**src/rtl/sst_pkg.sv**
```systemverilog
`timescale 1ns / 1ps
// ----------------------------------------------------------------------------
// Sorted set table package
// Sizes, codes and control structures shared by the sorted set table files.
// ----------------------------------------------------------------------------
package sst_pkg;

    localparam int CAPACITY = 32;
    localparam int IDX_W    = $clog2(CAPACITY);
    localparam int CNT_W    = $clog2(CAPACITY + 1);
    localparam int VAL_W    = 32;

    typedef enum logic [1:0] {
        OP_INSERT    = 2'd0,
        OP_DELETE    = 2'd1,
        OP_DUMP_ASC  = 2'd2,
        OP_DUMP_DESC = 2'd3
    } op_t;

    typedef enum logic [2:0] {
        KIND_INSERTED  = 3'd0,
        KIND_DUPLICATE = 3'd1,
        KIND_DELETED   = 3'd2,
        KIND_NOTFOUND  = 3'd3,
        KIND_FULL      = 3'd4,
        KIND_ENTRY     = 3'd5,
        KIND_EMPTY     = 3'd6
    } kind_t;

    typedef enum logic {
        ST_IDLE = 1'b0,
        ST_DUMP = 1'b1
    } state_t;

    typedef struct packed {
        logic                    ins_en;
        logic                    del_en;
        logic signed [VAL_W-1:0] key;
        logic [IDX_W-1:0]        rd_idx;
        logic [CNT_W-1:0]        count;
    } cmd_t;

    typedef struct packed {
        logic                    any_eq;
        logic signed [VAL_W-1:0] rd_value;
    } stat_t;

endpackage

```
**src/rtl/sst_req_if.sv**
```systemverilog
`timescale 1ns / 1ps
// ----------------------------------------------------------------------------
// Sorted set table request channel
// Valid/ready channel carrying one operation and its key per beat.
// ----------------------------------------------------------------------------
interface sst_req_if;
    logic                            valid;
    logic                            ready;
    sst_pkg::op_t                    op;
    logic signed [sst_pkg::VAL_W-1:0] key_value;

    modport source (output valid, output op, output key_value, input ready);
    modport sink   (input valid, input op, input key_value, output ready);
endinterface

```
**src/rtl/sst_rsp_if.sv**
```systemverilog
`timescale 1ns / 1ps
// ----------------------------------------------------------------------------
// Sorted set table response channel
// Valid/ready channel carrying one result per beat.
// ----------------------------------------------------------------------------
interface sst_rsp_if;
    logic                             valid;
    logic                             ready;
    sst_pkg::kind_t                   kind;
    logic signed [sst_pkg::VAL_W-1:0] entry_value;
    logic                             last;

    modport source (output valid, output kind, output entry_value, output last, input ready);
    modport sink   (input valid, input kind, input entry_value, input last, output ready);
endinterface

```
**src/rtl/sorted_set_table.sv**
```systemverilog
`timescale 1ns / 1ps
// ----------------------------------------------------------------------------
// Sorted set table
// A set of distinct signed 32-bit values kept in ascending order in a row of
// cells, with insert, delete and ordered dump operations.
//
// Requests arrive on req: op (insert, delete, dump ascending, dump
// descending) and key_value. Results leave on rsp as kind, entry_value and
// last, where last marks the final beat caused by a request.
// An insert or delete is compared against every cell at once and updates
// the whole row in the cycle it is accepted; its single status beat shows
// on rsp in the next cycle.
// A dump gives one beat per stored entry, one per cycle while rsp is not
// stalled, read from the row through the entry selector, then the next
// request is taken; an empty table gives a single empty beat. A non-empty
// dump keeps req.ready low while it runs, and its first beat passes through
// the dump state and then the output register before it shows on rsp.
// The output register lets a new request in while the previous result is
// being taken; while rsp is stalled nothing moves and req.ready stays low.
// Reset empties the table at once; stale cell contents are never read.
// ----------------------------------------------------------------------------
module sorted_set_table (
    input  logic      clk,
    input  logic      rst_n,
    sst_req_if.sink   req,
    sst_rsp_if.source rsp
);

    sst_pkg::cmd_t cmd;
    sst_pkg::stat_t stat;

    logic [sst_pkg::CAPACITY-1:0]     lt;
    logic [sst_pkg::CAPACITY-1:0]     eq;
    logic [sst_pkg::CAPACITY-1:0]     occupied;
    logic signed [sst_pkg::VAL_W-1:0] value [sst_pkg::CAPACITY];

    sst_ctrl u_ctrl (
        .clk   (clk),
        .rst_n (rst_n),
        .req   (req),
        .rsp   (rsp),
        .stat  (stat),
        .cmd   (cmd)
    );

    for (genvar i = 0; i < sst_pkg::CAPACITY; i++)
    begin : g_cell
        logic                             left_lt;
        logic signed [sst_pkg::VAL_W-1:0] left_value;
        logic signed [sst_pkg::VAL_W-1:0] right_value;

        assign occupied[i] = (sst_pkg::CNT_W'(i) < cmd.count);

        if (i == 0)
        begin : g_head
            assign left_lt    = 1'b1;
            assign left_value = '0;
        end
        else
        begin : g_body
            assign left_lt    = lt[i-1];
            assign left_value = value[i-1];
        end

        if (i == sst_pkg::CAPACITY - 1)
        begin : g_tail
            assign right_value = '0;
        end
        else
        begin : g_inner
            assign right_value = value[i+1];
        end

        sst_cell u_cell (
            .clk         (clk),
            .occupied    (occupied[i]),
            .cmd         (cmd),
            .left_lt     (left_lt),
            .left_value  (left_value),
            .right_value (right_value),
            .lt          (lt[i]),
            .eq          (eq[i]),
            .value       (value[i])
        );
    end

    assign stat.any_eq   = |eq;
    assign stat.rd_value = value[cmd.rd_idx];

endmodule

```
**src/rtl/sst_cell.sv**
```systemverilog
`timescale 1ns / 1ps
// ----------------------------------------------------------------------------
// Sorted set table cell
// Holds one entry; compares it with the key and shifts with its neighbours.
// ----------------------------------------------------------------------------
module sst_cell (
    input  logic                             clk,
    input  logic                             occupied,
    input  sst_pkg::cmd_t                    cmd,
    input  logic                             left_lt,
    input  logic signed [sst_pkg::VAL_W-1:0] left_value,
    input  logic signed [sst_pkg::VAL_W-1:0] right_value,
    output logic                             lt,
    output logic                             eq,
    output logic signed [sst_pkg::VAL_W-1:0] value
);

    logic signed [sst_pkg::VAL_W-1:0] value_reg;
    logic signed [sst_pkg::VAL_W-1:0] value_next;

    assign lt    = occupied && (value_reg < cmd.key);
    assign eq    = occupied && (value_reg == cmd.key);
    assign value = value_reg;

    // On insert, cells below the insertion point keep their entry, the cell at it takes the key
    // and those above take their left neighbour's; on delete, those from the match up take the right one's.
    always_comb
    begin
        value_next = value_reg;
        if (cmd.ins_en && !lt)
        begin
            value_next = left_lt ? cmd.key : left_value;
        end
        else if (cmd.del_en && !lt)
        begin
            value_next = right_value;
        end
    end

    always_ff @(posedge clk)
    begin
        value_reg <= value_next;
    end

endmodule

```
**src/rtl/sst_ctrl.sv**
```systemverilog
`timescale 1ns / 1ps
// ----------------------------------------------------------------------------
// Sorted set table control
// Decodes requests, keeps the entry count, sequences dumps and holds the
// output register.
// ----------------------------------------------------------------------------
module sst_ctrl (
    input  logic            clk,
    input  logic            rst_n,
    sst_req_if.sink         req,
    sst_rsp_if.source       rsp,
    input  sst_pkg::stat_t  stat,
    output sst_pkg::cmd_t   cmd
);

    sst_pkg::state_t                  state_reg, state_next;
    logic [sst_pkg::CNT_W-1:0]        count_reg, count_next;
    logic [sst_pkg::IDX_W-1:0]        idx_reg, idx_next;
    logic                             desc_reg, desc_next;
    logic                             out_valid_reg, out_valid_next;
    sst_pkg::kind_t                   out_kind_reg, out_kind_next;
    logic signed [sst_pkg::VAL_W-1:0] out_value_reg, out_value_next;
    logic                             out_last_reg, out_last_next;

    logic                      slot_free;
    logic                      take;
    logic                      is_dump;
    logic                      full;
    logic                      dump_last;
    logic [sst_pkg::CNT_W-1:0] rev_idx;

    assign slot_free = !out_valid_reg || rsp.ready;
    assign take      = req.valid && req.ready;
    assign is_dump   = (req.op == sst_pkg::OP_DUMP_ASC) || (req.op == sst_pkg::OP_DUMP_DESC);
    assign full      = (count_reg == sst_pkg::CNT_W'(sst_pkg::CAPACITY));
    assign dump_last = (sst_pkg::CNT_W'(idx_reg) == count_reg - sst_pkg::CNT_W'(1));
    assign rev_idx   = count_reg - sst_pkg::CNT_W'(1) - sst_pkg::CNT_W'(idx_reg);

    always_comb
    begin
        state_next = state_reg;
        case (state_reg)
            sst_pkg::ST_IDLE:
            begin
                if (take && is_dump && (count_reg != '0))
                begin
                    state_next = sst_pkg::ST_DUMP;
                end
            end
            sst_pkg::ST_DUMP:
            begin
                if (slot_free && dump_last)
                begin
                    state_next = sst_pkg::ST_IDLE;
                end
            end
            default:
            begin
                state_next = sst_pkg::ST_IDLE;
            end
        endcase
    end

    always_comb
    begin
        req.ready      = 1'b0;
        cmd.ins_en     = 1'b0;
        cmd.del_en     = 1'b0;
        cmd.key        = req.key_value;
        cmd.rd_idx     = desc_reg ? rev_idx[sst_pkg::IDX_W-1:0] : idx_reg;
        cmd.count      = count_reg;
        count_next     = count_reg;
        idx_next       = idx_reg;
        desc_next      = desc_reg;
        out_valid_next = out_valid_reg && !rsp.ready;
        out_kind_next  = out_kind_reg;
        out_value_next = out_value_reg;
        out_last_next  = out_last_reg;
        case (state_reg)
            sst_pkg::ST_IDLE:
            begin
                req.ready = slot_free;
                if (take)
                begin
                    out_value_next = req.key_value;
                    out_last_next  = 1'b1;
                    case (req.op)
                        sst_pkg::OP_INSERT:
                        begin
                            out_valid_next = 1'b1;
                            if (stat.any_eq)
                            begin
                                out_kind_next = sst_pkg::KIND_DUPLICATE;
                            end
                            else if (full)
                            begin
                                out_kind_next = sst_pkg::KIND_FULL;
                            end
                            else
                            begin
                                out_kind_next = sst_pkg::KIND_INSERTED;
                                cmd.ins_en    = 1'b1;
                                count_next    = count_reg + sst_pkg::CNT_W'(1);
                            end
                        end
                        sst_pkg::OP_DELETE:
                        begin
                            out_valid_next = 1'b1;
                            if (stat.any_eq)
                            begin
                                out_kind_next = sst_pkg::KIND_DELETED;
                                cmd.del_en    = 1'b1;
                                count_next    = count_reg - sst_pkg::CNT_W'(1);
                            end
                            else
                            begin
                                out_kind_next = sst_pkg::KIND_NOTFOUND;
                            end
                        end
                        default:
                        begin
                            idx_next  = '0;
                            desc_next = (req.op == sst_pkg::OP_DUMP_DESC);
                            if (count_reg == '0)
                            begin
                                out_valid_next = 1'b1;
                                out_kind_next  = sst_pkg::KIND_EMPTY;
                                out_value_next = '0;
                            end
                        end
                    endcase
                end
            end
            sst_pkg::ST_DUMP:
            begin
                if (slot_free)
                begin
                    out_valid_next = 1'b1;
                    out_kind_next  = sst_pkg::KIND_ENTRY;
                    out_value_next = stat.rd_value;
                    out_last_next  = dump_last;
                    idx_next       = idx_reg + sst_pkg::IDX_W'(1);
                end
            end
            default:
            begin
                req.ready = 1'b0;
            end
        endcase
    end

    always_ff @(posedge clk or negedge rst_n)
    begin
        if (!rst_n)
        begin
            state_reg     <= sst_pkg::ST_IDLE;
            count_reg     <= '0;
            idx_reg       <= '0;
            desc_reg      <= 1'b0;
            out_valid_reg <= 1'b0;
        end
        else
        begin
            state_reg     <= state_next;
            count_reg     <= count_next;
            idx_reg       <= idx_next;
            desc_reg      <= desc_next;
            out_valid_reg <= out_valid_next;
        end
    end

    always_ff @(posedge clk)
    begin
        out_kind_reg  <= out_kind_next;
        out_value_reg <= out_value_next;
        out_last_reg  <= out_last_next;
    end

    assign rsp.valid       = out_valid_reg;
    assign rsp.kind        = out_kind_reg;
    assign rsp.entry_value = out_value_reg;
    assign rsp.last        = out_last_reg;

endmodule

```
**src/flat_wrapper.sv**
```systemverilog
// flat-port wrapper written by rule: the top's interface ports become plain ports
module sorted_set_table_flat 
  (clk, rst_n, req_valid, req_op, req_key_value, req_ready, rsp_valid, rsp_kind, rsp_entry_value, rsp_last, rsp_ready);
  sst_req_if req_i ();
  sst_rsp_if rsp_i ();
  input  logic clk;
  input  logic rst_n;
  input wire logic [$bits(req_i.valid)-1:0] req_valid;
  input wire logic [$bits(req_i.op)-1:0] req_op;
  input wire logic [$bits(req_i.key_value)-1:0] req_key_value;
  output wire logic [$bits(req_i.ready)-1:0] req_ready;
  output wire logic [$bits(rsp_i.valid)-1:0] rsp_valid;
  output wire logic [$bits(rsp_i.kind)-1:0] rsp_kind;
  output wire logic [$bits(rsp_i.entry_value)-1:0] rsp_entry_value;
  output wire logic [$bits(rsp_i.last)-1:0] rsp_last;
  input wire logic [$bits(rsp_i.ready)-1:0] rsp_ready;
  assign req_i.valid = req_valid;
  assign req_i.op = req_op;
  assign req_i.key_value = req_key_value;
  assign req_ready = req_i.ready;
  assign rsp_valid = rsp_i.valid;
  assign rsp_kind = rsp_i.kind;
  assign rsp_entry_value = rsp_i.entry_value;
  assign rsp_last = rsp_i.last;
  assign rsp_i.ready = rsp_ready;
  sorted_set_table u_core (.clk(clk), .rst_n(rst_n), .req(req_i), .rsp(rsp_i));
endmodule
```
**config.mk**
```make
export PLATFORM = sky130hd
export DESIGN_NAME = sorted_set_table_flat
export DESIGN_NICKNAME = d
export VERILOG_FILES = /design/src/rtl/sst_pkg.sv /design/src/rtl/sst_req_if.sv /design/src/rtl/sst_rsp_if.sv /design/src/rtl/sorted_set_table.sv /design/src/rtl/sst_cell.sv /design/src/rtl/sst_ctrl.sv /design/src/flat_wrapper.sv
export SDC_FILE = /design/constraint.sdc
export NUM_CORES = 2
export LEC_CHECK = 0
export ABC_AREA = 1
export BUFFER_PORTS_ARGS = -buffer_cell sky130_fd_sc_hd__buf_4
export CAP_MARGIN = 20
export CORE_MARGIN = 1
export CORE_UTILIZATION = 40
export DETAILED_ROUTE_END_ITERATION = 6
export SLEW_MARGIN = 20
export SYNTH_ARGS = -nofsm -noshare
export SYNTH_HDL_FRONTEND = slang
export SYNTH_HIERARCHICAL = 1
export SYNTH_SLANG_ARGS = --single-unit
export TNS_END_PERCENT = 50
```
**constraint.sdc**
```tcl
create_clock -name clk -period 8.9 [get_ports clk]
set_input_delay 0.445 -clock clk [delete_from_list [all_inputs] [get_ports clk]]
set_output_delay 0.445 -clock clk [all_outputs]
set_load 0.02 [all_outputs]
```
## After elaboration in Yosys (flattened, before gate mapping)

Cells that the tools add are included.

- Add/subtract/negate cells: 4
- Order comparisons: 65
- Eq/ne operators: 44
- Mux-type cells: 139
- Bitwise gates (word level): 3
- Reductions and logical operators: 212

Operators with widths:

| cell | count |
|---|---|
| $mux W32 | 101 |
| $eq A32 B32 Y1 | 32 |
| $lt A32 B32 Y1 | 32 |
| $bmux W32 S5 | 1 |
| $logic_and A1 B1 Y1 | 133 |
| $lt A5 B6 Y1 const A | 16 |
| $reduce_bool A2 Y1 | 33 |
| $pmux W32 S2 | 1 |
| $lt A4 B6 Y1 const A | 8 |
| $logic_not A1 Y1 | 34 |
| $reduce_or A32 Y1 | 1 |
| $lt A3 B6 Y1 const A | 4 |
| $mux W5 | 4 |
| $mux W6 | 3 |
| $mux W1 | 15 |
| $mux W3 | 5 |
| $lt A1 B6 Y1 const A | 2 |
| $lt A2 B6 Y1 const A | 2 |
| $pmux W3 S2 | 2 |
| $pmux W6 S2 | 1 |
| $pmux W5 S2 | 1 |
| $reduce_and A3 Y1 | 3 |
| $ne A2 B2 Y1 const B | 4 |
| $add A6 B1 Y6 const B | 1 |
| 21 further kinds | 28 |

- Register bits after elaboration: 1074
- Input bits: 38
- Output and inout bits: 38
- Logic and storage cells: 507

## Logic depth before layout (Yosys ltp)

- Word-level depth: 10
- Depth in mapped cells: 22
- Mapped depth without buffers: 20

## By module

Netlist, hierarchy kept.

Modules (own cells, without submodules):

| module | instances | cells an instance | area each (um2) | seq. area each (um2) |
|---|---|---|---|---|
| sst_cell (u_core.g_cell[0].u_cell ...) | 30 | 355 | 2647.5 | 960.9 |
| sorted_set_table | 1 | 2512 | 11337.1 | 0.0 |
| sst_cell (u_core.g_cell[8].u_cell ...) | 2 | 361 | 2660.1 | 960.9 |
| sst_ctrl | 1 | 380 | 3083.0 | 1431.4 |

## Worst setup path after synthesis

OpenSTA, ideal clock, no wires.

- Path type: register -> register
- Start: reg u_core/u_ctrl/count_reg[5] (netlist bit)
- End: reg u_core.g_cell[31].u_cell.value_reg (netlist bit u_core/g_cell[31].u_cell/value[0]), enable pin
- Library setup time: 0.422 ns
- Arrival time: 5.805 ns
- Required time: 8.478 ns
- Slack: 2.673 ns
- Cell stages (with the launch flop): 20
- Buffers on the path: 1
- Clock period less this slack: 6.227 ns
- Cells stage by stage: dfrtp_1 nor2_2 inv_1 nor2_2 inv_1 nor2_2 nand2_1 nand4_1 nor3_1 and3_1 nor4_1 nand2_1 nor2_1 nand2_1 inv_1 nand2_1 nor3b_1 clkbuf_1 nor2_1 nor2_1

RTL lines:

| what | line | source |
|---|---|---|
| start: declaration | sst_ctrl.sv:17 | `logic [sst_pkg::CNT_W-1:0] count_reg, count_next;` |
| start signal: assignment | sst_ctrl.sv:165 | `count_reg <= count_next;` |
| end signal: assignment | sst_cell.sv:42 | `value_reg <= value_next;` |
| end: declaration | sst_cell.sv:18 | `logic signed [sst_pkg::VAL_W-1:0] value_reg;` |

==> metrics <==
CP startpoint kind=flip-flop; H-tree level count=4; antenna viol nets, final=0; Skew-Pair Late Insertion Delay=0.83 ns; Crit. End Element=flip-flop; Data arrival, critical path=8.11 ns; Slew HR=19.56%; synth unique cells=45; worst vdd ir=207.3 µV; core footprint=246200 µm²; CTS tree=yes; Die X=499.9 µm; global-route wire length before repair=565000 µm; Layout Utilization=42.57%; DP Worst Slack=1.916 ns; cts bufs inserted=137; Vias=96820; max reg flops=1024; WL/cell=22.12 µm; DR vias/cell=5.595; Synth Instances=14260; Hold Path Cell Cnt=3; Nets=14940; Clock transition at path regs=0.06 ns; # setup viols final=0; Placer Congestion=0.9553; Post-CTS Setup Inserts=0; Overall Global Routing Usage=29.68%; fin crit share=83.33%; layout cells sized above 1=4.377%; Min-Delay Path Class=input port to flip-flop; number of top-level pins=76; number of port buffers=75; Core Rows=182; Syn-to-layout area delta=5.664%; initial antenna violation count=10; RSZ-0062 raised after global routing=false; P per Cell Area=160.9 nW/µm²; WS Path Type=flip-flop to flip-flop; cts repair resizes=0; area of the die=249900 µm²; CTS max path bufs=3; total grt overflow=0; DR pass1 iterations=7; Setup Skew=0.02936 ns; flops & latches, synth=1074; status=complete, but fails checks; initial drt markers=12340; failing checks=design-rule violations; Final Hold Viols=0; Clock Root Buffer=clkbuf_16; post-synthesis sequential area ratio=32.45%; crit-path max FO=92; leak pwr=51.98 nW; syn_area_per_cell=6.952 µm²; Initial Utilization=40.28%; largest net degree at the start of global routing=239; Ys Warns=6; Req. time, crit path=9.59 ns; post-DP HPWL=274500 µm; Slew Viols, Final=0; worst slew pin tran=1.196 ns; Chip Height=499.9 µm; Setup TNS Final=0 ns; R2R cell count=21; crit path time final=7.416 ns; Fmax=0.1348 GHz; Max Cap Viol=0; Setup WS post-layout=1.484 ns; drt drc=7; vias in the first global route=88240; cell area after synthesis=99170 µm²; Clock Sink Count=1074; WL final=382800 µm; Pwr Total=0.01686 W; Fillers=25970
-- Yosys cell counts (all sizes together) --
cell type	number	area, µm²
conb	2	7.510
edfxtp	1060	31830
o21bai	1	7.510
buf	472	3794
fa	1	20.02
nand3	1970	10260
dfrtp	14	350.3
o31ai	1	7.510
xnor2	2	17.52
nand3b	1	20.02
nor3	64	331.6
and3	30	187.7
nor2	1312	4955
mux2	32	360.4
o21ai	89	445.4
o21a	64	480.5
clkbuf	337	1265
a21oi	1447	7242
nand4	68	431.7
a21o	32	240.2
ha	1032	12910
nor4	40	437.9
a31oi	2	12.51
or2	1	8.760
xor2	3	26.28
inv	1369	5151
nor3b	1	7.510
nand2	4817	18350
-- metrics by stage --
stage | cells | hold slack, ns | instance area, µm²
global route | 17300 | 0.04496 | 104800
finish | 17300 | 0.04688 | 104800
CTS | 17290 | 0.01775 | 104700
detailed placement | 17040 | 0.3694 | 100400
global placement | 17040 | 0.3733 | 100400
floorplan | 14330 | 0.1494 | 99400
-- cell type report --
cell class	count	area (µm²)	area share [%]
Multi-Input combinational cell	11080	57150	54.54
Tap cell	3312	4144	3.955
Inverter	1369	5176	4.940
Antenna cell	10	25.02	0.02388
Sequential cell	1074	32180	30.71
Clock inverter	76	533.0	0.5087
Clock buffer	176	3764	3.592
Timing Repair Buffer	212	1807	1.724
-- critical path, stage by stage (launching register included) --
cell and delay [ns]:
dfrtp_1 0.53, nor2_2 0.42, inv_1 0.29, nor2_2 0.21, inv_1 0.23, o21ai_0 0.51
inv_1 0.29, nand4_1 0.23, nor3_1 0.07, and3_1 0.18, nor4_1 0.90, nand2_1 0.43
nor2_1 0.34, nand2_1 0.11, inv_1 0.13, nand2_1 0.10, nor3b_2 0.31, buf_4 0.31
buf_12 0.40, buf_4 0.81, nand3_1 0.17, nand2_1 0.12
-- worst paths after layout --
check | endpoint | start | slack (ns)
max | u_core/g_cell[5].u_cell/value[8] | u_core/u_ctrl/count_reg[5] | 1.48
min | u_core/u_ctrl/desc_reg | req_op[1] | 0.05
max reg2reg | u_core/g_cell[5].u_cell/value[8] | u_core/u_ctrl/count_reg[5] | 1.48
min reg2reg | u_core/u_ctrl/idx_reg[3] | u_core/u_ctrl/idx_reg[3] | 0.59
max in group asynchronous | u_core/u_ctrl/idx_reg[2] | rst_n | 8.58
min in group asynchronous | u_core/u_ctrl/state_reg | rst_n | 0.07
-- cells by family (layout without fill, tap and decap cells) --
| family | after synthesis | count (layout) | synth area share (%) |
|---|---|---|---|
| mux | 32 | 32 | 0.3634 |
| compound gates | 1636 | 1636 | 8.507 |
| fa+ha+maj | 1033 | 1033 | 13.04 |
| buf+inv | 2178 | 1833 | 10.30 |
| other cells | 2 | 75 | 0.007573 |
| xor+xnor | 5 | 5 | 0.04417 |
| flops | 1074 | 1074 | 32.45 |
| simple gates | 8304 | 8304 | 35.29 |
-- layout by cell type (no fill, tap or decap), types with 10 or more instances in the layout --
| master | netlist | layout |
|---|---|---|
| dfrtp_1 | 14 | 14 |
| o21a_1 | 64 | 64 |
| conb_1 | 2 | 65 |
| nand3_1 | 1937 | 1937 |
| inv_1 | 1364 | 1332 |
| a21o_1 | 32 | 32 |
| buf_4 | 129 | 193 |
| buf_12 | 9 | 15 |
| nor4_1 | 10 | 10 |
| edfxtp_1 | 1060 | 1060 |
| and3_1 | 30 | 30 |
| mux2_2 | 32 | 32 |
| nor4_2 | 30 | 30 |
| nand4_1 | 67 | 67 |
| ha_1 | 1032 | 1032 |
| a21oi_1 | 1447 | 1447 |
| nand2_4 | 32 | 32 |
| nand2_2 | 12 | 14 |
| clkinv_1 | 0 | 49 |
| clkbuf_1 | 337 | 28 |
| nor2_1 | 1304 | 1271 |
| o21ai_0 | 88 | 84 |
| diode_2 | 0 | 10 |
| clkinv_2 | 0 | 29 |
| nor2_2 | 6 | 37 |
| nand3_4 | 32 | 32 |
| clkbuf_16 | 0 | 144 |
| nor3_1 | 63 | 62 |
| inv_2 | 4 | 16 |
| nand2_1 | 4773 | 4771 |
-- timing repair --
action / in CTS / in global routing
hold endpoints to repair: 16 / 0
setup endpoints to repair: 0 / 0
hold buffers: 3 / 0
-- layer usage --
metal / routed length (µm) / GRT usage, % / vias to the layer above
li1: - / - / 46200
met5: 34 / 0 / -
met4: 22780 / 15.93 / 4
met1: 159500 / 40.15 / 45230
met2: 166200 / 45.48 / 4621
met3: 34270 / 4.375 / 766
-- power by group --
part	internal, W	switching [W]	leakage [nW]
Clock	0.00315	0.00243	2.12
Sequential	0.00562	0.0000968	9.74
Combinational	0.00128	0.00428	40.1
Note: power is estimated with default switching activity, not from simulation.
